### config.mk
export PLATFORM = sky130hd
export DESIGN_NAME = sha256_byte_stream_hasher
export DESIGN_NICKNAME = d
export VERILOG_FILES = /design/src/design/sha_pkg.sv /design/src/design/sha256_byte_stream_hasher.sv /design/src/design/sha_round.sv
export SDC_FILE = /design/constraint.sdc
export NUM_CORES = 2
export LEC_CHECK = 0
export ABC_CLOCK_PERIOD_IN_PS = 12700
export BUFFER_PORTS_ARGS = -buffer_cell sky130_fd_sc_hd__buf_2
export CORE_UTILIZATION = 55
export CTS_CLUSTER_SIZE = 20
export DETAILED_ROUTE_END_ITERATION = 10
export HOLD_SLACK_MARGIN = 0.03
export PLACE_DENSITY = 0.71
export RECOVER_POWER = 100
export SETUP_SLACK_MARGIN = 0.1
export SLEW_MARGIN = 15
export SYNTH_ARGS = -nofsm -noshare
export SYNTH_HDL_FRONTEND = slang
export SYNTH_HIERARCHICAL = 1
export SYNTH_SLANG_ARGS = --single-unit
### constraint.sdc
create_clock -name clk -period 12.7 [get_ports clk]
set_input_delay 3.175 -clock clk [delete_from_list [all_inputs] [get_ports clk]]
set_output_delay 3.175 -clock clk [all_outputs]
set_load 0.01 [all_outputs]
### src/design/sha_pkg.sv
package sha_pkg;

  typedef enum logic [2:0] {
    ST_IDLE,
    ST_PAD,
    ST_ROUND,
    ST_FOLD,
    ST_OUT
  } state_t;

  localparam logic [7:0] PAD_BYTE = 8'h80;
  localparam logic [5:0] LEN_POS = 6'd56;

  function automatic logic [31:0] init_hash(input logic [2:0] i);
    logic [31:0] r;
    unique case (i)
      3'd0: r = 32'h6a09e667;
      3'd1: r = 32'hbb67ae85;
      3'd2: r = 32'h3c6ef372;
      3'd3: r = 32'ha54ff53a;
      3'd4: r = 32'h510e527f;
      3'd5: r = 32'h9b05688c;
      3'd6: r = 32'h1f83d9ab;
      default: r = 32'h5be0cd19;
    endcase
    return r;
  endfunction

  localparam logic [31:0] ROUND_K [64] = '{
    32'h428a2f98, 32'h71374491, 32'hb5c0fbcf, 32'he9b5dba5,
    32'h3956c25b, 32'h59f111f1, 32'h923f82a4, 32'hab1c5ed5,
    32'hd807aa98, 32'h12835b01, 32'h243185be, 32'h550c7dc3,
    32'h72be5d74, 32'h80deb1fe, 32'h9bdc06a7, 32'hc19bf174,
    32'he49b69c1, 32'hefbe4786, 32'h0fc19dc6, 32'h240ca1cc,
    32'h2de92c6f, 32'h4a7484aa, 32'h5cb0a9dc, 32'h76f988da,
    32'h983e5152, 32'ha831c66d, 32'hb00327c8, 32'hbf597fc7,
    32'hc6e00bf3, 32'hd5a79147, 32'h06ca6351, 32'h14292967,
    32'h27b70a85, 32'h2e1b2138, 32'h4d2c6dfc, 32'h53380d13,
    32'h650a7354, 32'h766a0abb, 32'h81c2c92e, 32'h92722c85,
    32'ha2bfe8a1, 32'ha81a664b, 32'hc24b8b70, 32'hc76c51a3,
    32'hd192e819, 32'hd6990624, 32'hf40e3585, 32'h106aa070,
    32'h19a4c116, 32'h1e376c08, 32'h2748774c, 32'h34b0bcb5,
    32'h391c0cb3, 32'h4ed8aa4a, 32'h5b9cca4f, 32'h682e6ff3,
    32'h748f82ee, 32'h78a5636f, 32'h84c87814, 32'h8cc70208,
    32'h90befffa, 32'ha4506ceb, 32'hbef9a3f7, 32'hc67178f2
  };

  function automatic logic [31:0] rotr(input logic [31:0] v, input int r);
    return (v >> r) | (v << (32 - r));
  endfunction

endpackage

### src/design/sha256_byte_stream_hasher.sv
// A byte that does not fill a block is taken while idle; the byte that fills a
// block stalls the input through load, the rounds, done and fold.
// End of message: 1-2 padded blocks, each through pad, load, rounds, done and
// fold, then 8 digest words, one per cycle when not stalled.
// The input stays stalled while a block is hashed or the digest is sent.
// Reset (rst, synchronous): initial hash values, zero count, idle.
module sha256_byte_stream_hasher
  import sha_pkg::*;
(
  input  logic        clk,
  input  logic        rst,
  input  logic        in_valid,
  output logic        in_stall,
  input  logic [7:0]  data_byte,
  input  logic        has_byte,
  input  logic        is_last,
  output logic        out_valid,
  input  logic        out_stall,
  output logic [31:0] digest_word,
  output logic [2:0]  word_index,
  output logic        last_word
);

  state_t       state, state_next;
  logic [31:0]  buf_mem [16];
  logic [5:0]   fill;
  logic [63:0]  bit_len;
  logic [31:0]  chain [8];
  logic         fin, second, padded;
  logic [2:0]   oidx;
  logic         rreq, rstart, rdone;
  logic [511:0] blk;
  logic [255:0] chain_flat, work;
  logic         acc;

  assign acc = in_valid && !in_stall;

  always_comb begin
    for (int i = 0; i < 8; i++) chain_flat[255 - 32*i -: 32] = chain[i];
    for (int i = 0; i < 16; i++) blk[511 - 32*i -: 32] = buf_mem[i];
  end

  sha_round u_round (
    .clk(clk), .rst(rst), .start(rstart), .block(blk),
    .chain_in(chain_flat), .work(work), .done(rdone)
  );

  always_comb begin
    state_next = state;
    unique case (state)
      ST_IDLE: begin
        if (acc) begin
          if (has_byte && fill == 6'd63) state_next = ST_ROUND;
          else if (is_last) state_next = ST_PAD;
        end
      end
      ST_PAD:   state_next = ST_ROUND;
      ST_ROUND: if (rdone) state_next = ST_FOLD;
      ST_FOLD: begin
        if (fin) state_next = (second || !padded) ? ST_PAD : ST_OUT;
        else state_next = ST_IDLE;
      end
      ST_OUT: if (!out_stall && oidx == 3'd7) state_next = ST_IDLE;
      default: state_next = ST_IDLE;
    endcase
  end

  always_comb begin
    in_stall  = (state != ST_IDLE);
    out_valid = (state == ST_OUT);
    rreq      = 1'b0;
    unique case (state)
      ST_IDLE:  rreq = acc && has_byte && fill == 6'd63;
      ST_PAD:   rreq = 1'b1;
      default:  rreq = 1'b0;
    endcase
  end

  assign digest_word = chain[oidx];
  assign word_index  = oidx;
  assign last_word   = (oidx == 3'd7);

  always_ff @(posedge clk) begin
    if (rst) begin
      state   <= ST_IDLE;
      fill    <= '0;
      bit_len <= '0;
      fin     <= 1'b0;
      second  <= 1'b0;
      padded  <= 1'b0;
      rstart  <= 1'b0;
      oidx    <= '0;
      for (int i = 0; i < 8; i++) chain[i] <= init_hash(3'(i));
    end else begin
      state  <= state_next;
      rstart <= rreq;
      unique case (state)
        ST_IDLE: begin
          if (acc) begin
            if (has_byte) begin
              fill    <= fill + 6'd1;
              bit_len <= bit_len + 64'd8;
            end
            fin <= is_last;
          end
        end
        ST_PAD: begin
          // buffer fill for this pass; second marks a count-only block to follow
          second <= (fill >= LEN_POS) && !second;
          padded <= 1'b1;
          fill   <= '0;
        end
        ST_FOLD: begin
          for (int i = 0; i < 8; i++)
            chain[i] <= chain[i] + work[255 - 32*i -: 32];
        end
        ST_OUT: begin
          if (!out_stall) begin
            oidx <= oidx + 3'd1;
            if (oidx == 3'd7) begin
              fin     <= 1'b0;
              padded  <= 1'b0;
              bit_len <= '0;
              for (int i = 0; i < 8; i++) chain[i] <= init_hash(3'(i));
            end
          end
        end
        default: ;
      endcase
    end
  end

  // second flag: set in PAD on first pass means fill was >=56, 0x80 already
  // placed; the next PAD pass writes zeros then the length.
  logic tail_pass;
  assign tail_pass = second;

  always_ff @(posedge clk) begin
    if (state == ST_IDLE && acc && has_byte)
      buf_mem[fill[5:2]][{~fill[1:0], 3'b000} +: 8] <= data_byte;
    if (state == ST_PAD) begin
      for (int i = 0; i < 64; i++) begin
        if (tail_pass) begin
          buf_mem[i[5:2]][8*(3 - i[1:0]) +: 8] <=
            (i >= 56) ? bit_len[63 - 8*(i % 8) -: 8] : 8'h00;
        end else if (6'(i) == fill) begin
          buf_mem[i[5:2]][8*(3 - i[1:0]) +: 8] <= PAD_BYTE;
        end else if (6'(i) > fill) begin
          if (fill >= LEN_POS || i < 56) buf_mem[i[5:2]][8*(3 - i[1:0]) +: 8] <= 8'h00;
          else buf_mem[i[5:2]][8*(3 - i[1:0]) +: 8] <= bit_len[63 - 8*(i % 8) -: 8];
        end
      end
    end
  end

  assert property (@(posedge clk) disable iff (rst) out_valid |-> fin)
    else $error("digest without end of message");
  assert property (@(posedge clk) disable iff (rst) rstart |-> !rdone)
    else $error("round unit restarted at completion");
  assert property (@(posedge clk) disable iff (rst)
    (state == ST_OUT && !out_stall && oidx == 3'd7) |=> fill == 6'd0 && bit_len == 64'd0)
    else $error("state not cleared after digest");

endmodule

### src/design/sha_round.sv
module sha_round
  import sha_pkg::*;
(
  input  logic         clk,
  input  logic         rst,
  input  logic         start,
  input  logic [511:0] block,
  input  logic [255:0] chain_in,
  output logic [255:0] work,
  output logic         done
);

  logic [31:0] w [16];
  logic [31:0] v [8];
  logic [5:0]  rnd;
  logic        busy;
  logic [31:0] w_new, t1, t2, e, a;

  always_comb begin
    w_new = (rotr(w[14], 17) ^ rotr(w[14], 19) ^ (w[14] >> 10)) + w[9]
          + (rotr(w[1], 7) ^ rotr(w[1], 18) ^ (w[1] >> 3)) + w[0];
    e = v[4];
    a = v[0];
    t1 = v[7] + (rotr(e, 6) ^ rotr(e, 11) ^ rotr(e, 25))
       + ((e & v[5]) ^ (~e & v[6])) + ROUND_K[rnd] + w[0];
    t2 = (rotr(a, 2) ^ rotr(a, 13) ^ rotr(a, 22))
       + ((a & v[1]) ^ (a & v[2]) ^ (v[1] & v[2]));
  end

  always_ff @(posedge clk) begin
    if (rst) begin
      busy <= 1'b0;
      done <= 1'b0;
      rnd  <= '0;
    end else begin
      done <= 1'b0;
      if (start) begin
        busy <= 1'b1;
        rnd  <= '0;
      end else if (busy) begin
        rnd <= rnd + 6'd1;
        if (rnd == 6'd63) begin
          busy <= 1'b0;
          done <= 1'b1;
        end
      end
    end
  end

  always_ff @(posedge clk) begin
    if (start) begin
      for (int i = 0; i < 16; i++) w[i] <= block[511 - 32*i -: 32];
      for (int i = 0; i < 8; i++) v[i] <= chain_in[255 - 32*i -: 32];
    end else if (busy) begin
      for (int i = 0; i < 15; i++) w[i] <= w[i+1];
      w[15] <= w_new;
      v[7] <= v[6]; v[6] <= v[5]; v[5] <= v[4]; v[4] <= v[3] + t1;
      v[3] <= v[2]; v[2] <= v[1]; v[1] <= v[0]; v[0] <= t1 + t2;
    end
  end

  always_comb begin
    for (int i = 0; i < 8; i++) work[255 - 32*i -: 32] = v[i];
  end

  assert property (@(posedge clk) disable iff (rst) done |-> !busy)
    else $error("round done while busy");
  assert property (@(posedge clk) disable iff (rst) start |=> busy)
    else $error("round did not start");
  assert property (@(posedge clk) disable iff (rst) busy && rnd == 6'd63 |=> done)
    else $error("round count slip");

endmodule

Word-level counts from Yosys, hierarchy flattened
Memories as Yosys holds them, arrays and structs flattened. A register that Yosys moved wholly into a read port is not among the register bits. Index checks and enable logic that the tools add are counted.

Flip-flop bits (word level): 88. RAM bits: 1536. Memory bits (read-only): 2048. Input port bits: 14. Word-level logic and storage cells: 1306. Memories: 5.

$add $sub $neg: 23. $lt $le $gt $ge: 66. Equality and inequality tests: 77. Shifts and indexed selects: 2. Multiplexer cells: 887. Bitwise logic cells: 207. Reduce and logical (&&, ||, !) cells: 28.

Memories: (no name shown) (words 64, width 32, read ports 1, clocked after memory_dff 0, wr ports 0, line sha_round.sv:25) `+ ((e & v[5]) ^ (~e & v[6])) + ROUND_K[rnd] + w[0];`; buf_mem (words 16, width 32, read ports 16, clocked after memory_dff 0, wr ports 16, line sha256_byte_stream_hasher.sv:25) `logic [31:0] buf_mem [16];`; u_round.w (words 16, width 32, read ports 16, clocked after memory_dff 0, wr ports 16, line sha_round.sv:13) `logic [31:0] w [16];`; chain (words 8, width 32, read ports 9, clocked after memory_dff 1, wr ports 8, line sha256_byte_stream_hasher.sv:28) `logic [31:0] chain [8];`; u_round.v (words 8, width 32, read ports 8, clocked after memory_dff 0, wr ports 8, line sha_round.sv:14) `logic [31:0] v [8];`.

Operators with widths (count): two-way mux 32 bit (85); two-way mux 8 bit (136); two-way mux 1 bit (644); adder 32 bit (18); XOR 32 bit (9); two-way mux 64 bit (4); == test 6 bit (first input constant) (32); > comparator 6 bit (first input constant) (32); bitwise OR 1 bit (176); AND 32 bit (5); case mux 64 bit (2 select lines) (1); == test 5 x 6 -> 1 bit (first input constant) (16); > comparator 5 x 6 -> 1 bit (first input constant) (16); adder 64 x 4 -> 64 bit (second input constant) (1); == test 4 x 6 -> 1 bit (first input constant) (8); > comparator 4 x 6 -> 1 bit (first input constant) (8); inverter 32 bit (1); bitwise OR 10 x 32 -> 32 bit (1); bitwise OR 13 x 32 -> 32 bit (1); bitwise OR 14 x 32 -> 32 bit (1); bitwise OR 15 x 32 -> 32 bit (1); bitwise OR 19 x 32 -> 32 bit (1); bitwise OR 21 x 32 -> 32 bit (1); bitwise OR 25 x 32 -> 32 bit (1); other kinds (48) (91).

Longest topological paths before layout
An unclocked memory read counts as a cell.

Depth in word-level cells: 10. Gate-level depth with buffers: 43. Depth with buffers taken out: 39.

Modules after synthesis
The synthesis kept the hierarchy.

Modules (own cells, without submodules): sha_round (instances 1, cells each 4954, area each 48901.9 µm², sequential area each 23222.3 µm²); sha256_byte_stream_hasher (instances 1, cells each 5373, area each 46200.6 µm², sequential area each 19458.7 µm²).

Least setup slack after synthesis
OpenSTA, ideal clock, no wires.

Path kind: register to register. Start: reg rstart. End: mem u_round.v[0][0] (enable). Setup time: 823 ps. Arrival: 10226 ps. Data required time: 11877 ps. Path slack: 1652 ps. Stages on the path, launching flop included: 5. Path buffers: 3. Period minus slack after synthesis: 11048 ps. Path through: dfxtp_1 -> clkbuf_1 -> clkbuf_1 -> clkbuf_1 -> or2_2.

RTL lines: from (decl) (line sha256_byte_stream_hasher.sv:31) `logic rreq, rstart, rdone;`; from (signal assigned) (line sha256_byte_stream_hasher.sv:96) `rstart <= rreq;`; to (decl) (line sha_round.sv:14).

==> results.tsv <==
metric	value	unit
outcome	complete, but fails checks	
violations	capacitance limit, slew limit	
critical_path_class	flop to flop	
timing_worst_slew_pin_value	4.89	ns
xor_xnor_fraction_of_synth_area	5.62	%
pwr-share-comb	46.2	%
synth_warnings	6	
synth.ff_latch_count	1624	
io_buffers	51	
globalplace.congestion	1.04	
synth_enable_flop_cells	1016	
synth_area_leader_cell	sky130_fd_sc_hd__edfxtp_1	
grt_pass1_wl	490000	um
worst_setup_path_end_kind	flop	
routed_via_density	6.22	
switchingPower	8.49	mW
postRouteAntennaNets	0	
rsz0062_at_grt	false	
die_area	175000	sq um
fp.coreArea	172000	sq um
totalWireLength	335000	um
leading_cell_type_in_the_layout_fill_and_taps_excluded	sky130_fd_sc_hd__nand2_1	
dominant_combinational_cell_family_by_area_after_synthesis	simple AND/OR/NAND/NOR gates	
muxShareOfSynthArea	4.63	%
ys_seq_area_share	44.9	%
required_time_of_the_critical_path	13.15	ns
timing.final.max_slew_violations	2127	
synth_async_sr_flop_share	0	%
initial_utilization	55.4	%
clkPwrFrac	24.6	%
timing_hold_violations_final	0	
synthesized_net_count	10900	
start_kind	flop	
netlist.area_leader.share	32.1	%
die_y	418	um
ctsLongestPathBuffers	3	
firstDrtPassIters	6	
drtIter0Drc	8359	
pwr-share-seq	29.2	%
netlist_area	95100	sq um
p_leak	40.4	nW
yosys.area_share.adder	9.37	%
overflow_left_after_global_routing	0	
nets	10700	
core.rowCount	152	
pint	12.5	mW
worst_clock_skew	0.0636	ns
sink_count	1624	
layout-area-overhead-vs-synth	7.96	%
totalPowerFinal	21.0	mW
largest_net_degree_at_the_start_of_global_routing	186	
synth_simple_gate_area_share	17.7	%
totalNegativeSetupSlack	0	ns
htreeDepth	4	
clk_latency	0.85	ns
post-dp-hpwl	245000	um
antenna_found_initial	8	
post_synth_inst_count	10300	
ff2ff_setup_slack	1.39	ns
final_min_period_over_clock_period	89.1	%
synth_compound_area_share	14.2	%
routedWlPerCell	26.7	um
synth.lib_cells_used.distinct	114	
cts.hold.buffers_added	0	
worstPathArrival	11.76	ns
cts.repair_timing.setup_buffer_count	0	
layout_common_cells	sky130_fd_sc_hd__nand2_1, sky130_fd_sc_hd__nor2_1, sky130_fd_sc_hd__edfxtp_1	
power.share.switching	40.4	%
post_cts_resized	0	
cts_inserted_buffers	173	
track_usage	37.8	%
routed-via-count	78200	
max_cap_violations	31	
max_freq	88.4	MHz
vdd_drop_max	258	uV
die_x	418	um
grt_pass1_vias	74400	
min_period	11.31	ns
hold_path.class	flop to flop	
synth_ff_type	sky130_fd_sc_hd__edfxtp_1	
power_density	205	nW/um^2
fillCellCount	14700	
num_io_pins	52	
drt_drc_violations_left	0	
worstPathMaxFanout	65	
clk_transition_reported_paths	0.06	ns
cts_tree	yes	
number_of_endpoints_failing_setup_at_the_final_stage	0	
clockRootBuffer	sky130_fd_sc_hd__clkbuf_16	
synth.avg_cell_area	9.21	sq um
slew_headroom	-226	%
post_synth_main_area_contributors	sky130_fd_sc_hd__edfxtp_1, sky130_fd_sc_hd__dfxtp_1, sky130_fd_sc_hd__nand2_1, sky130_fd_sc_hd__ha_1, sky130_fd_sc_hd__nor2_1	
drive_above_1_share	7.04	%
## per-layer routing
metal  share of wire, %  vias to the layer above  global-route usage (%)
met3                7.8                      914                    6.41
met1                 38                    38200                    46.0
met4                7.7                        2                    24.9
met2                 47                     3631                    61.8
li1                   -                    35500                       -
met5             0.0045                        -                       0
## worst max-delay path, stage by stage, from the launching register on
cell,delay (ns)
sky130_fd_sc_hd__dfxtp_1,1.89
sky130_fd_sc_hd__or2_0,3.27
sky130_fd_sc_hd__clkbuf_1,2.93
sky130_fd_sc_hd__clkbuf_2,1.65
sky130_fd_sc_hd__buf_4,0.88
## synth_stat cells (70+ instances only)
cell / instances
sky130_fd_sc_hd__a21o_1: 234
sky130_fd_sc_hd__a21oi_1: 873
sky130_fd_sc_hd__a31oi_1: 72
sky130_fd_sc_hd__clkbuf_1: 469
sky130_fd_sc_hd__dfxtp_1: 608
sky130_fd_sc_hd__edfxtp_1: 1016
sky130_fd_sc_hd__fa_1: 195
sky130_fd_sc_hd__ha_1: 398
sky130_fd_sc_hd__inv_1: 320
sky130_fd_sc_hd__mux2_2: 217
sky130_fd_sc_hd__mux4_2: 70
sky130_fd_sc_hd__nand2_1: 2173
sky130_fd_sc_hd__nand2b_1: 76
sky130_fd_sc_hd__nand3_1: 148
sky130_fd_sc_hd__nor2_1: 1243
sky130_fd_sc_hd__nor3_1: 104
sky130_fd_sc_hd__o21ai_0: 447
sky130_fd_sc_hd__xnor2_1: 376
sky130_fd_sc_hd__xor2_1: 232
## registers in the layout (all words and copies together), names as in the netlist, 3 cells and up, named ones only
name / flops
word_index: 3
buf_mem: 512
u_round/rnd: 6
u_round/v: 256
chain: 256
state: 3
fill: 6
u_round/w: 512
bit_len: 61
## path summary, 6_finish.rpt
check,from,endpoint,depth (start not counted)
worst min register to register,buf_mem[10][13]$_SDFFE_PP0P_,buf_mem[10][13]$_SDFFE_PP0P_,2
worst max register to register,rstart$_SDFF_PP0_,u_round/v[0][58]$_DFFE_PP_,4
worst max-delay path,rstart$_SDFF_PP0_,u_round/v[0][58]$_DFFE_PP_,4
worst min-delay path,buf_mem[10][13]$_SDFFE_PP0P_,buf_mem[10][13]$_SDFFE_PP0P_,2
## power by group through the flow
stage	combinational, mW	sequential, mW	clock [mW]
5_1_grt	10.5	6.15	5.43
4_1_cts	9.55	6.12	5.22
2_1_floorplan	6.80	6.17	0
6_report	9.70	6.15	5.18
3_5_place_dp	9.47	6.23	0
3_3_place_gp	9.42	6.23	0
## kinds of logic after synthesis
group                      after synthesis
and+or+nand+nor                       4080
DFF                                   1624
xor gates and xnor gates               609
muxes                                  325
adders and majority gates              596
AOI/OAI and AO/OA                     2214
buffers and inverters                  879
## through the flow
stage	setup WS, ns	cells	cell area, sq um	utilization, %	hold WS, ns
after floorplan	1.65	10300	95100	-	0.446
after global placement	2.29	12200	97000	56.5	0.458
after detailed placement	2.35	12200	97000	56.5	0.468
after CTS	2.31	12600	103000	59.9	0.484
after global routing	0.939	12600	103000	59.8	0.505
final	1.39	12600	103000	59.8	0.484
## cell type report
class	count	area (sq um)	share of cell area [%]
well taps	2310	2890	2.82
repair buffers	153	911	0.887
multi-input cells	7824	49100	47.8
flip-flops and latches	1624	42700	41.6
inverters	323	1210	1.18
clock inverters	69	825	0.803
clock buffers	256	4970	4.84
diodes	28	70.1	0.0682
Note: power is estimated with default switching activity, not from simulation.
